File: config.mk
export PLATFORM = sky130hd
export DESIGN_NAME = run_length_region_features
export DESIGN_NICKNAME = d
export VERILOG_FILES = /design/src/rlrf_pkg.sv /design/src/rlrf_divider.sv /design/src/rlrf_accum.sv /design/src/run_length_region_features.sv
export SDC_FILE = /design/constraint.sdc
export NUM_CORES = 1
export LEC_CHECK = 0
export ABC_AREA = 1
export BUFFER_PORTS_ARGS = -buffer_cell sky130_fd_sc_hd__buf_2
export CAP_MARGIN = 5
export CELL_PAD_IN_SITES_DETAIL_PLACEMENT = 0
export CELL_PAD_IN_SITES_GLOBAL_PLACEMENT = 1
export CORE_ASPECT_RATIO = 1.5
export CORE_MARGIN = 2
export CORE_UTILIZATION = 51
export DETAILED_ROUTE_END_ITERATION = 8
export GPL_ROUTABILITY_DRIVEN = 0
export GPL_TIMING_DRIVEN = 0
export HOLD_SLACK_MARGIN = 0.08
export PLACE_DENSITY_LB_ADDON = 0.1
export SLEW_MARGIN = 40
export SYNTH_ARGS = -nofsm -noshare
export SYNTH_HDL_FRONTEND = slang
export SYNTH_HIERARCHICAL = 1
export SYNTH_SLANG_ARGS = --single-unit
export TNS_END_PERCENT = 100
File: constraint.sdc
create_clock -name clk -period 22.2 [get_ports clk]
set_input_delay 3.33 -clock clk [delete_from_list [all_inputs] [get_ports clk]]
set_output_delay 3.33 -clock clk [all_outputs]
set_load 0.02 [all_outputs]
File: src/rlrf_pkg.sv
// rlrf_pkg: shared types and codes for the run-length region feature block
// no dependencies; imported by every module under src

package rlrf_pkg;

  typedef enum logic [6:0] {
    S_IDLE = 7'b0000001,
    S_MULC = 7'b0000010,
    S_ADDC = 7'b0000100,
    S_ADDR = 7'b0001000,
    S_DIVC = 7'b0010000,
    S_DIVR = 7'b0100000,
    S_OUT  = 7'b1000000
  } state_t;

  localparam logic [1:0] ST_OK      = 2'd0;
  localparam logic [1:0] ST_SKIPPED = 2'd1;
  localparam logic [1:0] ST_EMPTY   = 2'd2;

  typedef struct packed {
    logic clear;
    logic mul_span;
    logic mul_row;
    logic add_cmom;
    logic add_rest;
    logic set_skip;
  } acc_cmd_t;

  typedef struct packed {
    logic busy;
    logic done;
  } div_stat_t;

endpackage

File: src/rlrf_divider.sv
// rlrf_divider: shared restoring divider, one quotient bit per cycle
// computes (numer << (QW-SHIFT)) / den, saturated to QW bits; uses rlrf_pkg

module rlrf_divider
  import rlrf_pkg::*;
#(
  parameter int NUM_W = 38,
  parameter int SHIFT = 12,
  parameter int QW    = 20
) (
  input  logic                     clk,
  input  logic                     rst_n,
  input  logic                     start,
  input  logic [NUM_W-1:0]         numer,
  input  logic [NUM_W-SHIFT-1:0]   den,
  output div_stat_t                stat,
  output logic [QW-1:0]            quot
);

  localparam int DEN_W = NUM_W - SHIFT;
  localparam int CNT_W = $clog2(QW + 1);

  logic              busy_r, busy_nxt;
  logic              done_r, done_nxt;
  logic [CNT_W-1:0]  cnt_r, cnt_nxt;
  logic [DEN_W-1:0]  rem_r, rem_nxt;
  logic [DEN_W-1:0]  den_r, den_nxt;
  logic [QW-1:0]     q_r, q_nxt;
  logic [DEN_W:0]    trial;
  logic [DEN_W:0]    diff;
  logic              ge;
  logic [DEN_W-1:0]  hi;

  assign hi    = numer[NUM_W-1:SHIFT];
  assign trial = {rem_r, q_r[QW-1]};
  assign ge    = trial >= {1'b0, den_r};
  assign diff  = trial - {1'b0, den_r};

  always_comb begin
    busy_nxt = busy_r;
    done_nxt = 1'b0;
    cnt_nxt  = cnt_r;
    rem_nxt  = rem_r;
    den_nxt  = den_r;
    q_nxt    = q_r;
    if (busy_r) begin
      rem_nxt = ge ? diff[DEN_W-1:0] : trial[DEN_W-1:0];
      q_nxt   = {q_r[QW-2:0], ge};
      cnt_nxt = cnt_r - CNT_W'(1);
      if (cnt_r == CNT_W'(1)) begin
        busy_nxt = 1'b0;
        done_nxt = 1'b1;
      end
    end else if (start) begin
      den_nxt = den;
      if (hi >= den) begin
        // quotient does not fit the field
        q_nxt    = '1;
        done_nxt = 1'b1;
      end else begin
        rem_nxt  = hi;
        q_nxt    = QW'(numer[SHIFT-1:0]) << (QW - SHIFT);
        cnt_nxt  = CNT_W'(QW);
        busy_nxt = 1'b1;
      end
    end
  end

  always_ff @(posedge clk) begin
    if (!rst_n) begin
      busy_r <= 1'b0;
      done_r <= 1'b0;
      cnt_r  <= '0;
    end else begin
      busy_r <= busy_nxt;
      done_r <= done_nxt;
      cnt_r  <= cnt_nxt;
    end
    rem_r <= rem_nxt;
    den_r <= den_nxt;
    q_r   <= q_nxt;
  end

  assign stat.busy = busy_r;
  assign stat.done = done_r;
  assign quot      = q_r;

endmodule

File: src/rlrf_accum.sv
// rlrf_accum: running sums, bounding box and the shared run multiplier
// driven by the sequencer in the top level through acc_cmd_t; uses rlrf_pkg

module rlrf_accum
  import rlrf_pkg::*;
#(
  parameter int COORD_BITS = 12
) (
  input  logic                      clk,
  input  logic                      rst_n,
  input  acc_cmd_t                  cmd,
  input  logic [COORD_BITS-1:0]     xs,
  input  logic [COORD_BITS-1:0]     xe,
  input  logic [COORD_BITS-1:0]     y,
  output logic [2*COORD_BITS:0]     area,
  output logic [COORD_BITS-1:0]     left_edge,
  output logic [COORD_BITS-1:0]     right_edge,
  output logic [COORD_BITS-1:0]     top_edge,
  output logic [COORD_BITS-1:0]     bottom_edge,
  output logic [3*COORD_BITS+1:0]   cmom,
  output logic [3*COORD_BITS:0]     rmom,
  output logic                      skipped
);

  localparam int CW  = COORD_BITS;
  localparam int AW  = 2 * CW + 1;
  localparam int CMW = 3 * CW + 2;
  localparam int RMW = 3 * CW + 1;
  localparam int PW  = 2 * CW + 2;

  logic [AW-1:0]  area_r, area_nxt;
  logic [CW-1:0]  left_r, left_nxt, right_r, right_nxt;
  logic [CW-1:0]  top_r, top_nxt, bottom_r, bottom_nxt;
  logic [CMW-1:0] cmom_r, cmom_nxt;
  logic [RMW-1:0] rmom_r, rmom_nxt;
  logic           skip_r, skip_nxt;
  logic [PW-1:0]  prod_r, prod_nxt;

  logic [CW:0]    len;
  logic [CW:0]    span;
  logic [CW:0]    mul_b;
  logic [PW-1:0]  prod;
  logic [AW:0]    area_sum;
  logic [CMW:0]   cmom_sum;
  logic [RMW:0]   rmom_sum;

  assign len   = {1'b0, xe} - {1'b0, xs} + (CW+1)'(1);
  assign span  = {1'b0, xs} + {1'b0, xe};
  assign mul_b = cmd.mul_row ? {1'b0, y} : span;
  assign prod  = len * mul_b;

  assign area_sum = {1'b0, area_r} + (AW+1)'(len);
  assign cmom_sum = {1'b0, cmom_r} + (CMW+1)'(prod_r);
  assign rmom_sum = {1'b0, rmom_r} + (RMW+1)'(prod_r);

  always_comb begin
    area_nxt   = area_r;
    left_nxt   = left_r;
    right_nxt  = right_r;
    top_nxt    = top_r;
    bottom_nxt = bottom_r;
    cmom_nxt   = cmom_r;
    rmom_nxt   = rmom_r;
    skip_nxt   = skip_r;
    prod_nxt   = prod_r;
    if (cmd.mul_span || cmd.mul_row) begin
      prod_nxt = prod;
    end
    if (cmd.add_cmom) begin
      cmom_nxt = cmom_sum[CMW] ? '1 : cmom_sum[CMW-1:0];
    end
    if (cmd.add_rest) begin
      rmom_nxt = rmom_sum[RMW] ? '1 : rmom_sum[RMW-1:0];
      area_nxt = area_sum[AW] ? '1 : area_sum[AW-1:0];
      if (xs < left_r) left_nxt = xs;
      if (xe > right_r) right_nxt = xe;
      if (y < top_r) top_nxt = y;
      if (y > bottom_r) bottom_nxt = y;
    end
    if (cmd.set_skip) begin
      skip_nxt = 1'b1;
    end
    if (cmd.clear) begin
      area_nxt   = '0;
      left_nxt   = '1;
      right_nxt  = '0;
      top_nxt    = '1;
      bottom_nxt = '0;
      cmom_nxt   = '0;
      rmom_nxt   = '0;
      skip_nxt   = 1'b0;
    end
  end

  always_ff @(posedge clk) begin
    if (!rst_n) begin
      area_r   <= '0;
      left_r   <= '1;
      right_r  <= '0;
      top_r    <= '1;
      bottom_r <= '0;
      cmom_r   <= '0;
      rmom_r   <= '0;
      skip_r   <= 1'b0;
    end else begin
      area_r   <= area_nxt;
      left_r   <= left_nxt;
      right_r  <= right_nxt;
      top_r    <= top_nxt;
      bottom_r <= bottom_nxt;
      cmom_r   <= cmom_nxt;
      rmom_r   <= rmom_nxt;
      skip_r   <= skip_nxt;
    end
    prod_r <= prod_nxt;
  end

  assign area        = area_r;
  assign left_edge   = left_r;
  assign right_edge  = right_r;
  assign top_edge    = top_r;
  assign bottom_edge = bottom_r;
  assign cmom        = cmom_r;
  assign rmom        = rmom_r;
  assign skipped     = skip_r;

endmodule

File: src/run_length_region_features.sv
// Region features from run-length code. Each input transfer is one horizontal run
// (start column, end column, row, last-run mark, tag). For a valid run the sequencer
// steps the shared run multiplier twice and adds into the saturating sums before it
// takes the next transfer. A reversed run (end before start) adds nothing and marks
// the object skipped. On the last run the shared divider produces both centroids one
// quotient bit per cycle; an empty object skips the divider. The result sits in an
// output register; the next run is taken while it waits, and an object that finishes
// while the previous result is still untaken waits for it to leave.
// Depends on rlrf_pkg, rlrf_accum and rlrf_divider.

module run_length_region_features
  import rlrf_pkg::*;
#(
  parameter int COORD_BITS = 12,
  parameter int FRAC_BITS  = 8,
  parameter int TAG_BITS   = 8
) (
  input  logic                               clk,
  input  logic                               rst_n,
  input  logic                               in_valid,
  output logic                               in_ready,
  input  logic [COORD_BITS-1:0]              in_x_start,
  input  logic [COORD_BITS-1:0]              in_x_end,
  input  logic [COORD_BITS-1:0]              in_row,
  input  logic                               in_last_run,
  input  logic [TAG_BITS-1:0]                in_object_tag,
  output logic                               out_valid,
  input  logic                               out_ready,
  output logic [TAG_BITS-1:0]                out_tag_out,
  output logic [2*COORD_BITS:0]              out_area,
  output logic [COORD_BITS-1:0]              out_min_col,
  output logic [COORD_BITS-1:0]              out_max_col,
  output logic [COORD_BITS-1:0]              out_min_row,
  output logic [COORD_BITS-1:0]              out_max_row,
  output logic [COORD_BITS+FRAC_BITS-1:0]    out_centroid_col,
  output logic [COORD_BITS+FRAC_BITS-1:0]    out_centroid_row,
  output logic [1:0]                         out_status
);

  localparam int CW  = COORD_BITS;
  localparam int AW  = 2 * CW + 1;
  localparam int CMW = 3 * CW + 2;
  localparam int RMW = 3 * CW + 1;
  localparam int DW  = 2 * CW + 2;
  localparam int QW  = CW + FRAC_BITS;

  state_t              state_r, state_nxt;
  logic [CW-1:0]       xs_r, xe_r, y_r;
  logic                last_r;
  logic [TAG_BITS-1:0] tag_r;
  logic [QW-1:0]       ccol_r, ccol_nxt;

  logic                out_valid_r, out_valid_nxt;
  logic [TAG_BITS-1:0] o_tag_r;
  logic [AW-1:0]       o_area_r;
  logic [CW-1:0]       o_minc_r, o_maxc_r, o_minr_r, o_maxr_r;
  logic [QW-1:0]       o_ccol_r, o_crow_r;
  logic [1:0]          o_status_r;
  logic                out_load;

  acc_cmd_t            cmd;
  div_stat_t           dstat;
  logic                div_start;
  logic                div_row;
  logic [CMW-1:0]      div_numer;
  logic [DW-1:0]       div_den;
  logic [QW-1:0]       quot;

  logic [AW-1:0]       area;
  logic [CW-1:0]       left_edge, right_edge, top_edge, bottom_edge;
  logic [CMW-1:0]      cmom;
  logic [RMW-1:0]      rmom;
  logic                skipped;
  logic                in_xfer;
  logic                empty;

  assign in_xfer = in_valid && in_ready;
  assign in_ready = (state_r == S_IDLE);
  assign empty = (area == '0);

  rlrf_accum #(
    .COORD_BITS(COORD_BITS)
  ) u_accum (
    .clk        (clk),
    .rst_n      (rst_n),
    .cmd        (cmd),
    .xs         (xs_r),
    .xe         (xe_r),
    .y          (y_r),
    .area       (area),
    .left_edge  (left_edge),
    .right_edge (right_edge),
    .top_edge   (top_edge),
    .bottom_edge(bottom_edge),
    .cmom       (cmom),
    .rmom       (rmom),
    .skipped    (skipped)
  );

  assign div_numer = div_row ? CMW'(rmom) : cmom;
  assign div_den   = div_row ? DW'(area) : {area, 1'b0};

  rlrf_divider #(
    .NUM_W(CMW),
    .SHIFT(CW),
    .QW   (QW)
  ) u_div (
    .clk  (clk),
    .rst_n(rst_n),
    .start(div_start),
    .numer(div_numer),
    .den  (div_den),
    .stat (dstat),
    .quot (quot)
  );

  always_comb begin
    state_nxt = state_r;
    cmd       = '0;
    div_start = 1'b0;
    div_row   = 1'b0;
    ccol_nxt  = ccol_r;
    out_load  = 1'b0;
    unique case (state_r)
      S_IDLE: begin
        if (in_xfer) state_nxt = S_MULC;
      end
      S_MULC: begin
        if (xe_r < xs_r) begin
          cmd.set_skip = 1'b1;
          state_nxt = last_r ? S_ADDR : S_IDLE;
        end else begin
          cmd.mul_span = 1'b1;
          state_nxt = S_ADDC;
        end
      end
      S_ADDC: begin
        cmd.add_cmom = 1'b1;
        cmd.mul_row  = 1'b1;
        state_nxt = S_ADDR;
      end
      S_ADDR: begin
        // a reversed last run arrives here with nothing to add
        cmd.add_rest = !(xe_r < xs_r);
        state_nxt = last_r ? S_DIVC : S_IDLE;
      end
      S_DIVC: begin
        if (empty) begin
          state_nxt = S_OUT;
        end else if (!dstat.busy && !dstat.done) begin
          div_start = 1'b1;
        end else if (dstat.done) begin
          ccol_nxt  = quot;
          div_row   = 1'b1;
          div_start = 1'b1;
          state_nxt = S_DIVR;
        end
      end
      S_DIVR: begin
        div_row = 1'b1;
        if (dstat.done) state_nxt = S_OUT;
      end
      S_OUT: begin
        if (!out_valid_r || out_ready) begin
          out_load  = 1'b1;
          cmd.clear = 1'b1;
          state_nxt = S_IDLE;
        end
      end
      default: begin
        state_nxt = S_IDLE;
      end
    endcase
  end

  always_comb begin
    out_valid_nxt = out_valid_r;
    if (out_valid_r && out_ready) out_valid_nxt = 1'b0;
    if (out_load) out_valid_nxt = 1'b1;
  end

  always_ff @(posedge clk) begin
    if (!rst_n) begin
      state_r     <= S_IDLE;
      out_valid_r <= 1'b0;
    end else begin
      state_r     <= state_nxt;
      out_valid_r <= out_valid_nxt;
    end
    if (in_xfer) begin
      xs_r   <= in_x_start;
      xe_r   <= in_x_end;
      y_r    <= in_row;
      last_r <= in_last_run;
      tag_r  <= in_object_tag;
    end
    ccol_r <= ccol_nxt;
    if (out_load) begin
      o_tag_r <= tag_r;
      if (empty) begin
        o_area_r   <= '0;
        o_minc_r   <= '0;
        o_maxc_r   <= '0;
        o_minr_r   <= '0;
        o_maxr_r   <= '0;
        o_ccol_r   <= '0;
        o_crow_r   <= '0;
        o_status_r <= ST_EMPTY;
      end else begin
        o_area_r   <= area;
        o_minc_r   <= left_edge;
        o_maxc_r   <= right_edge;
        o_minr_r   <= top_edge;
        o_maxr_r   <= bottom_edge;
        o_ccol_r   <= ccol_r;
        o_crow_r   <= quot;
        o_status_r <= skipped ? ST_SKIPPED : ST_OK;
      end
    end
  end

  assign out_valid        = out_valid_r;
  assign out_tag_out      = o_tag_r;
  assign out_area         = o_area_r;
  assign out_min_col      = o_minc_r;
  assign out_max_col      = o_maxc_r;
  assign out_min_row      = o_minr_r;
  assign out_max_row      = o_maxr_r;
  assign out_centroid_col = o_ccol_r;
  assign out_centroid_row = o_crow_r;
  assign out_status       = o_status_r;

endmodule

==> results of run 1 <==
-- worst reg2reg max path, stage by stage, from the launching register on --
cell	delay, ns
dfxtp_1	0.34
nor2_1	0.18
nand2_1	0.16
nor2_2	0.69
inv_2	0.07
clkbuf_1	0.23
o21ai_1	0.64
clkinv_1	0.56
nand2_1	0.23
fa_1	0.44
inv_1	0.09
fa_1	0.41
fa_1	0.51
inv_1	0.05
fa_1	0.47
fa_1	0.54
inv_1	0.04
ha_1	0.37
nand2_1	0.10
nor2_1	0.25
nand2_1	0.10
nand2_1	0.13
a21oi_1	0.11
o21ai_0	0.31
nand2_1	0.13
nand3_1	0.09
nand2_1	0.06
-- registers in the layout (all words and copies together), names as in the netlist, 20 cells and up --
name              count
out_centroid_row     20
out_area             25
u_accum/rmom         37
u_div/quot           20
out_centroid_col     20
u_div/den_r          26
ccol_r               20
u_accum/cmom         38
u_accum/prod_r       26
u_accum/area         25
u_div/rem_r          26
-- layer usage --
layer / track usage / vias up
li1: - / 14400
met1: 0.340 / 13400
met4: 0.175 / 0
met2: 0.557 / 796
met5: 0 / -
met3: 0.0318 / 256
-- final cells by class --
class / instances / area, µm² / area share
antenna: 2 / 5.00 / 0.000134
tap: 877 / 1100 / 0.0293
clock buffer: 60 / 1310 / 0.0349
inverter: 792 / 2980 / 0.0795
sequential: 450 / 11900 / 0.317
buffer: 121 / 588 / 0.0157
multi-input combinational: 2965 / 18200 / 0.487
timing repair buffer: 194 / 1030 / 0.0276
clock inverter: 25 / 313 / 0.00836
-- cells in the final DEF, fill, tap and decap left out, drive strengths merged, types with 29 or more instances in the layout --
cell / netlist / layout
fa: 127 / 127
dfxtp: 164 / 164
edfxtp: 286 / 286
o21ai: 200 / 200
buf: 53 / 247
nand2: 1083 / 1083
nor2: 418 / 418
nand3: 240 / 240
ha: 282 / 282
nand4: 71 / 71
inv: 783 / 786
nor3: 40 / 40
xnor2: 60 / 60
a31oi: 42 / 42
xor2: 29 / 29
a21oi: 254 / 254
clkbuf: 68 / 128
-- per-stage QoR --
stage	std cells	setup WS, ns
after CTS	5484	14.70
final	5486	14.63
after floorplan	4328	8.04
after global routing	5484	14.20
after detailed placement	5399	14.73
after global placement	5378	0.112
-- worst min path at each step --
stage | to | slack [ns]
floorplan | out_tag_out[0]$_DFFE_PP_ | 0.40
global placement | out_tag_out[4]$_DFFE_PP_ | 0.40
detailed placement | out_tag_out[6]$_DFFE_PP_ | 0.40
CTS | out_tag_out[3]$_DFFE_PP_ | 0.42
global route | out_tag_out[4]$_DFFE_PP_ | 0.42
finish | out_tag_out[3]$_DFFE_PP_ | 0.42
-- cell families after synthesis --
family / Yosys count / share of synthesized area
and+or+nand+nor: 1910 / 0.243
buffers and inverters: 913 / 0.106
AOI/OAI and AO/OA: 557 / 0.0926
DFF: 450 / 0.353
adders and majority gates: 409 / 0.181
xor gates and xnor gates: 89 / 0.0244
==> reports/metrics.csv, run 1 <==
stage,metric,value,unit
status,status,finished clean,
yosys,synth_edf_count,286,
setup_path,required,22.54,ns
setup_path,ff2ff_path_depth,26,
yosys,synth.most_common_cell,nand2_1,
yosys,async_reset_ff_frac,0,
finish,fin_util,0.571,
setup_path,cp_top_family,adder cells,
timing,rsz0062_at_grt,no,
yosys,yosysSeqAreaShare,0.353,
setup_path,cp.depth,26,
timing,post-route-period-util,0.341,
drt,met2_length,52900,µm
setup_path,cp_slowest_cell,nor2_2,
finish,finish.instance_area,0.0374,mm²
global_routing,grt_overflow,0,
cts,cts_tree,done,
setup_path,r2r-start,state_r[4]$_SDFFE_PN0P_,
yosys,dominantRegCellSynth,edfxtp_1,
cts,cts_repair_resize_count,0,
cts,clockBufferDepth,3,
setup_path,path_class,flop to flop,
die,core.rowCount,115,
timing,slew_violations,0,
finish,fill_cells,6387,
cts,cts-buffers-inserted,46,
global_routing,grt_pass1_vias,28400,
cts,htreeDepth,2,
cts,clockRootBuffer,clkbuf_16,
yosys,syn_area_per_cell,7.77,µm²
cts,post_cts_buffers,0,
setup_path,setup.worst_path.start,state_r[4]$_SDFFE_PN0P_,
finish,areaGrowthSynthToFinish,11.3,%
setup_path,cp.arrival,7.91,ns
drt,routed_wl,103000,µm
timing,post-route-min-period,7.57,ns
setup_path,crit_top_cell,nand2_1,
die,die_w,214,µm
drt,final_antenna_net_count,0,
timing,fin_worst_skew,0.0284,ns
global_routing,grt_max_degree,27,
setup_path,crit_end,u_accum/prod_r[21]$_DFFE_PP_,
yosys,ys_top_cells_by_count,"nand2_1, inv_1, nor2_1",
drt,dr_wl_met3,4140,µm
die,dieArea,0.0680,mm²
cts,postCtsHoldBufs,0,
yosys,synth.ff_latch_count,450,
setup_path,start_kind,flop,
drt,viasPerCell,5.26,
drt,drcViolationCount,0,
drt,vias,28900,
setup_path,worstReg2RegEnd,u_accum/prod_r[21]$_DFFE_PP_,
yosys,netlist_top_cells_area,"edfxtp_1, nand2_1, ha_1",
drt,wl_met1,39000,µm
finish,nets,5028,
global_routing,grt_usage,0.305,
yosys,ys_warn_count,6,
timing,setup_viol,0,
timing,finalSetupTns,0,ns
die,initial_core_util,0.513,
yosys,synth_top_cell_area_share,0.255,
yosys,syn_inst,4328,
drt,drtPass1Iterations,5,
drt,avgRoutedWirePerCell,18.8,µm
setup_path,endpoint_kind,flop,
yosys,synth.distinct_cells,60,
run,cap_violations,0,
die,pin_count,174,
timing,hold-worst-slack,0.417,ns
worst_hold_path,hold_path.class,flop to flop,
die,fp.dieH,318,µm
drt,top_layer,met4,
place,placed_area,0.0358,mm²
cts,clk_pin_slew,0.07,ns
place,io_buffers,173,
timing,worst_pin_slew,0.855,ns
yosys,synth.net_count,4786,
worst_hold_path,min_path_cells,0,
finish,drive_gt1_frac,0.102,
timing,max_slew_margin,0.427,
timing,hold_viol,0,
global_routing,grt_first_pass_wirelength,158000,µm
place,dp_hpwl,85100,µm
cts,clk_latency,0.61,ns
die,coreArea,0.0655,mm²
drt,first_iter_violations,1792,
setup_path,crit_buf_inv,6,
cts,cts_sinks,450,
setup_path,crit_fanout,12,
worst_hold_path,hp-start,tag_r[3]$_DFFE_PP_,
timing,fmax,0.132,GHz
setup_path,rrSetupSlack,14.63,ns
yosys,yosysTopAreaCell,edfxtp_1,
setup_path,slowest_delay,0.69,ns
yosys,syn-cell-area,0.0336,mm²
global_routing,antenna_found_initial,1,
Power of run 1 is not shown: default switching activity piles up to over one toggle a cycle in this logic, so the estimate is an artifact.
==> inputs of run 2 (changes only) <==
Settings changed: CORE_UTILIZATION 51 to 47.
Clock period 22.2 ns to 7 ns, I/O delays scaled along.
==> reports/metrics.csv, run 2 (synthesis results as in run 1) <==
stage,metric,value,unit
status,status,finished clean,
run,cap_violations,0,
drt,drtPass1Iterations,5,
setup_path,endpoint_kind,flop,
timing,rsz0062_at_grt,yes,
drt,first_iter_violations,1570,
cts,cts_tree,done,
setup_path,cp.arrival,7.18,ns
timing,hold-worst-slack,0.423,ns
setup_path,required,7.36,ns
cts,cts-buffers-inserted,46,
die,core.rowCount,120,
finish,areaGrowthSynthToFinish,13.3,%
drt,final_antenna_net_count,0,
timing,fmax,0.147,GHz
drt,routed_wl,107000,µm
cts,clk_latency,0.63,ns
cts,cts_sinks,450,
place,io_buffers,173,
global_routing,grt_overflow,0,
die,pin_count,174,
drt,drcViolationCount,0,
drt,viasPerCell,5.20,
worst_hold_path,min_path_cells,0,
cts,postCtsHoldBufs,0,
die,initial_core_util,0.472,
finish,drive_gt1_frac,0.118,
global_routing,grt_usage,0.290,
cts,htreeDepth,2,
finish,fill_cells,7042,
worst_hold_path,hold_path.class,flop to flop,
timing,fin_worst_skew,0.0609,ns
die,coreArea,0.0712,mm²
timing,max_slew_margin,0.481,
setup_path,ff2ff_path_depth,25,
finish,nets,5051,
cts,clockRootBuffer,clkbuf_16,
die,dieArea,0.0737,mm²
cts,clockBufferDepth,3,
setup_path,path_class,flop to flop,
timing,slew_violations,0,
global_routing,grt_pass1_vias,29300,
drt,vias,28800,
setup_path,start_kind,flop,
global_routing,antenna_found_initial,0,
die,fp.dieH,332,µm
place,dp_hpwl,88200,µm
timing,finalSetupTns,0,ns
finish,largest_reg_flops,38,
finish,final_cell_mix,"nand2_1, inv_1, nor2_1",
global_routing,grt_max_degree,27,
timing,worst_pin_slew,0.778,ns
die,die_w,222,µm
timing,setup_viol,0,
global_routing,grt_first_pass_wirelength,165000,µm
timing,hold_viol,0,
timing,post-route-period-util,0.975,
setup_path,crit_fanout,5,
drt,avgRoutedWirePerCell,19.3,µm
timing,post-route-min-period,6.82,ns
cts,clk_pin_slew,0.06,ns
finish,layout_commonest_cell,nand2_1,
run 2: cell types whose count changed in the layout (fill, tap and decap cells not counted), moves of 6 or more:
| cell | before | now |
|---|---|---|
| nand2_1 | 1057 | 1049 |
| o21ai_2 | 1 | 9 |
| ha_1 | 282 | 272 |
| a21oi_2 | 7 | 14 |
| clkinvlp_4 | 1 | 8 |
| buf_4 | 18 | 42 |
| nor2_1 | 401 | 394 |
| buf_2 | 212 | 201 |
| ha_4 | 0 | 6 |
| a21oi_1 | 247 | 236 |
| buf_6 | 6 | 16 |
run 2: final timing paths:
kind,start,endpoint,slack [ns]
hold / removal,tag_r[7]$_DFFE_PP_,out_tag_out[7]$_DFFE_PP_,0.42
setup reg to reg,xs_r[3]$_DFFE_PP_,u_accum/prod_r[22]$_DFFE_PP_,0.18
hold reg to reg,tag_r[7]$_DFFE_PP_,out_tag_out[7]$_DFFE_PP_,0.42
setup / recovery,xs_r[3]$_DFFE_PP_,u_accum/prod_r[22]$_DFFE_PP_,0.18
run 2: worst max-delay path, cell delays in order, from the launching register on:
cell      delay (ns)
edfxtp_1        0.49
inv_1           0.08
ha_2            0.40
ha_4            0.25
a21oi_1         0.13
nand2_1         0.14
nand2_1         0.12
nand2_1         0.10
a21oi_4         0.19
xnor2_4         0.18
buf_4           0.22
nand2_1         0.09
fa_1            0.54
inv_1           0.07
fa_1            0.53
fa_1            0.44
fa_1            0.54
inv_1           0.05
fa_1            0.54
inv_1           0.05
ha_1            0.34
nand2_1         0.14
nor4_1          0.52
nand4_1         0.14
o211ai_1        0.15
xor2_1          0.09
run 2: area by class of cell:
cell class                      instances  area, µm²  area share
Multi-Input combinational cell       2965      18600       0.488
Sequential cell                       450      11900       0.312
Inverter                              792       2990      0.0785
Timing Repair Buffer                  218       1280      0.0335
Clock buffer                           55       1200      0.0316
Tap cell                              915       1140      0.0300
Buffer                                120        594      0.0156
Clock inverter                         31        403      0.0106
Antenna cell                            1       2.50   0.0000657
run 2: stage by stage:
step	cell area (µm²)	worst slack [ns]	utilization	cells
after global placement	35600	-2.05	0.501	5416
after floorplan	33600	0.595	-	4328
after global routing	38100	-0.110	0.535	5546
final	38100	0.175	0.535	5547
after CTS	37700	0.0106	0.530	5529
after detailed placement	35800	-0.575	0.504	5430
run 2: layer usage:
| layer | vias up | part of all wire | GRT usage |
|---|---|---|---|
| met1 | 13600 | 0.38 | 0.312 |
| met4 | 0 | 0.067 | 0.168 |
| met5 | - | 0 | 0 |
| met3 | 235 | 0.030 | 0.0248 |
| li1 | 14400 | - | - |
| met2 | 636 | 0.53 | 0.552 |
run 2: timing repair:
action | in CTS | in global routing
endpoints found under the setup margin | 15 | 12
resized for setup | 31 | 62
pin swaps | 3 | 8
setup buffers | 13 | 18
Power of run 2 is left out for the same reason.
==> inputs of run 3 (changes only) <==
Settings changed: CORE_UTILIZATION 47 to 45, REMOVE_ABC_BUFFERS set to 1.
==> reports/metrics.csv, run 3 (synthesis results as in run 1) <==
stage,metric,value,unit
setup_path,crit_top_cell,fa_1,
drt,final_antenna_net_count,0,
drt,drtPass1Iterations,5,
global_routing,antenna_found_initial,1,
worst_hold_path,min_path_cells,0,
global_routing,grt_max_degree,81,
setup_path,crit_fanout,10,
die,core.rowCount,122,
global_routing,grt_first_pass_wirelength,159000,µm
setup_path,slowest_delay,0.54,ns
die,pin_count,174,
cts,cts_tree,done,
cts,htreeDepth,2,
cts,clk_latency,0.63,ns
setup_path,cp_slowest_cell,fa_1,
setup_path,cp.depth,21,
drt,first_iter_violations,1478,
run,cap_violations,0,
cts,postCtsHoldBufs,0,
global_routing,grt_usage,0.270,
finish,final_cells,5551,
finish,largest_reg_flops,38,
setup_path,cp.arrival,7.09,ns
timing,post-route-min-period,6.75,ns
finish,fin_util,0.517,
die,coreArea,0.0739,mm²
drt,vias,28200,
drt,routed_wl,104000,µm
setup_path,required,7.34,ns
drt,viasPerCell,5.09,
status,status,finished clean,
die,die_w,227,µm
timing,hold_viol,0,
timing,post-route-period-util,0.965,
die,dieArea,0.0769,mm²
setup_path,path_cells,ha_1 -> inv_1 -> ha_1 -> fa_2 -> buf_4 -> xor2_4 -> inv_1 -> a21oi_1 -> fa_1 -> fa_1 -> fa_1 -> fa_1 -> inv_1 -> fa_1 -> inv_1 -> ha_2 -> nand2_2 -> nor4_1 -> nand4_1 -> o211ai_1 -> xor2_1,
setup_path,endpoint_kind,flop,
finish,layout_commonest_cell,nand2_1,
die,fp.dieH,339,µm
finish,drive_gt1_frac,0.121,
setup_path,ff2ff_path_depth,21,
timing,worst_pin_slew,0.754,ns
worst_hold_path,hold_path.class,flop to flop,
finish,areaGrowthSynthToFinish,13.7,%
cts,clockBufferDepth,3,
place,dp_hpwl,83300,µm
finish,final_cell_mix,"nand2_1, inv_1, nor2_1",
finish,nets,4978,
timing,fmax,0.148,GHz
setup_path,start_kind,flop,
cts,clk_pin_slew,0.06,ns
setup_path,crit_buf_inv,5,
die,initial_core_util,0.455,
timing,max_slew_margin,0.496,
drt,avgRoutedWirePerCell,18.7,µm
setup_path,path_class,flop to flop,
timing,slew_violations,0,
global_routing,grt_pass1_vias,28400,
drt,drcViolationCount,0,
place,io_buffers,173,
timing,fin_worst_skew,0.0388,ns
cts,clockRootBuffer,clkbuf_16,
timing,rsz0062_at_grt,yes,
place,dp.cells,5416,
cts,cts_sinks,450,
global_routing,grt_overflow,0,
cts,cts-buffers-inserted,46,
timing,setup_viol,0,
timing,hold-worst-slack,0.418,ns
setup_path,cp_top_family,adder cells,
-- run 3: final timing paths --
| path | start | endpoint | slack (ns) |
|---|---|---|---|
| hold reg to reg | tag_r[2]$_DFFE_PP_ | out_tag_out[2]$_DFFE_PP_ | 0.42 |
| setup reg to reg | xs_r[1]$_DFFE_PP_ | u_accum/prod_r[22]$_DFFE_PP_ | 0.25 |
| hold / removal | tag_r[2]$_DFFE_PP_ | out_tag_out[2]$_DFFE_PP_ | 0.42 |
| setup / recovery | xs_r[1]$_DFFE_PP_ | u_accum/prod_r[22]$_DFFE_PP_ | 0.25 |
-- run 3: per-layer routing --
layer / track usage / routed length (µm) / vias to the layer above
li1: - / - / 14300
met5: 0 / 0 / -
met2: 0.502 / 54400 / 562
met1: 0.298 / 39600 / 13200
met4: 0.145 / 6380 / 0
met3: 0.0277 / 3160 / 205
-- run 3: cell type report --
cell class	count	area (µm²)
multi-input combinational	2965	18700
clock buffer	64	1300
tap	992	1240
fill	7429	35600
clock inverter	22	268
inverter	792	3020
antenna	1	2.50
sequential	450	11900
timing repair buffer	265	1830
-- run 3: what timing repair did --
action                     CTS  global route
buffers inserted            21            27
setup endpoints to repair   14            11
cloned                       0             0
resized for setup           36            66
pin swaps                    4            15
-- run 3: through the flow --
stage	TNS [ns]	area (µm²)	setup slack, ns
6_report	0	38200	0.247
5_1_grt	-0.0650	38200	-0.0426
4_1_cts	0	37700	0.0148
3_5_place_dp	-4.55	35800	-0.638
3_3_place_gp	-6313.40	35100	-37.68
2_1_floorplan	-2107.83	33000	-12.58
Power of run 3 is left out for the same reason.
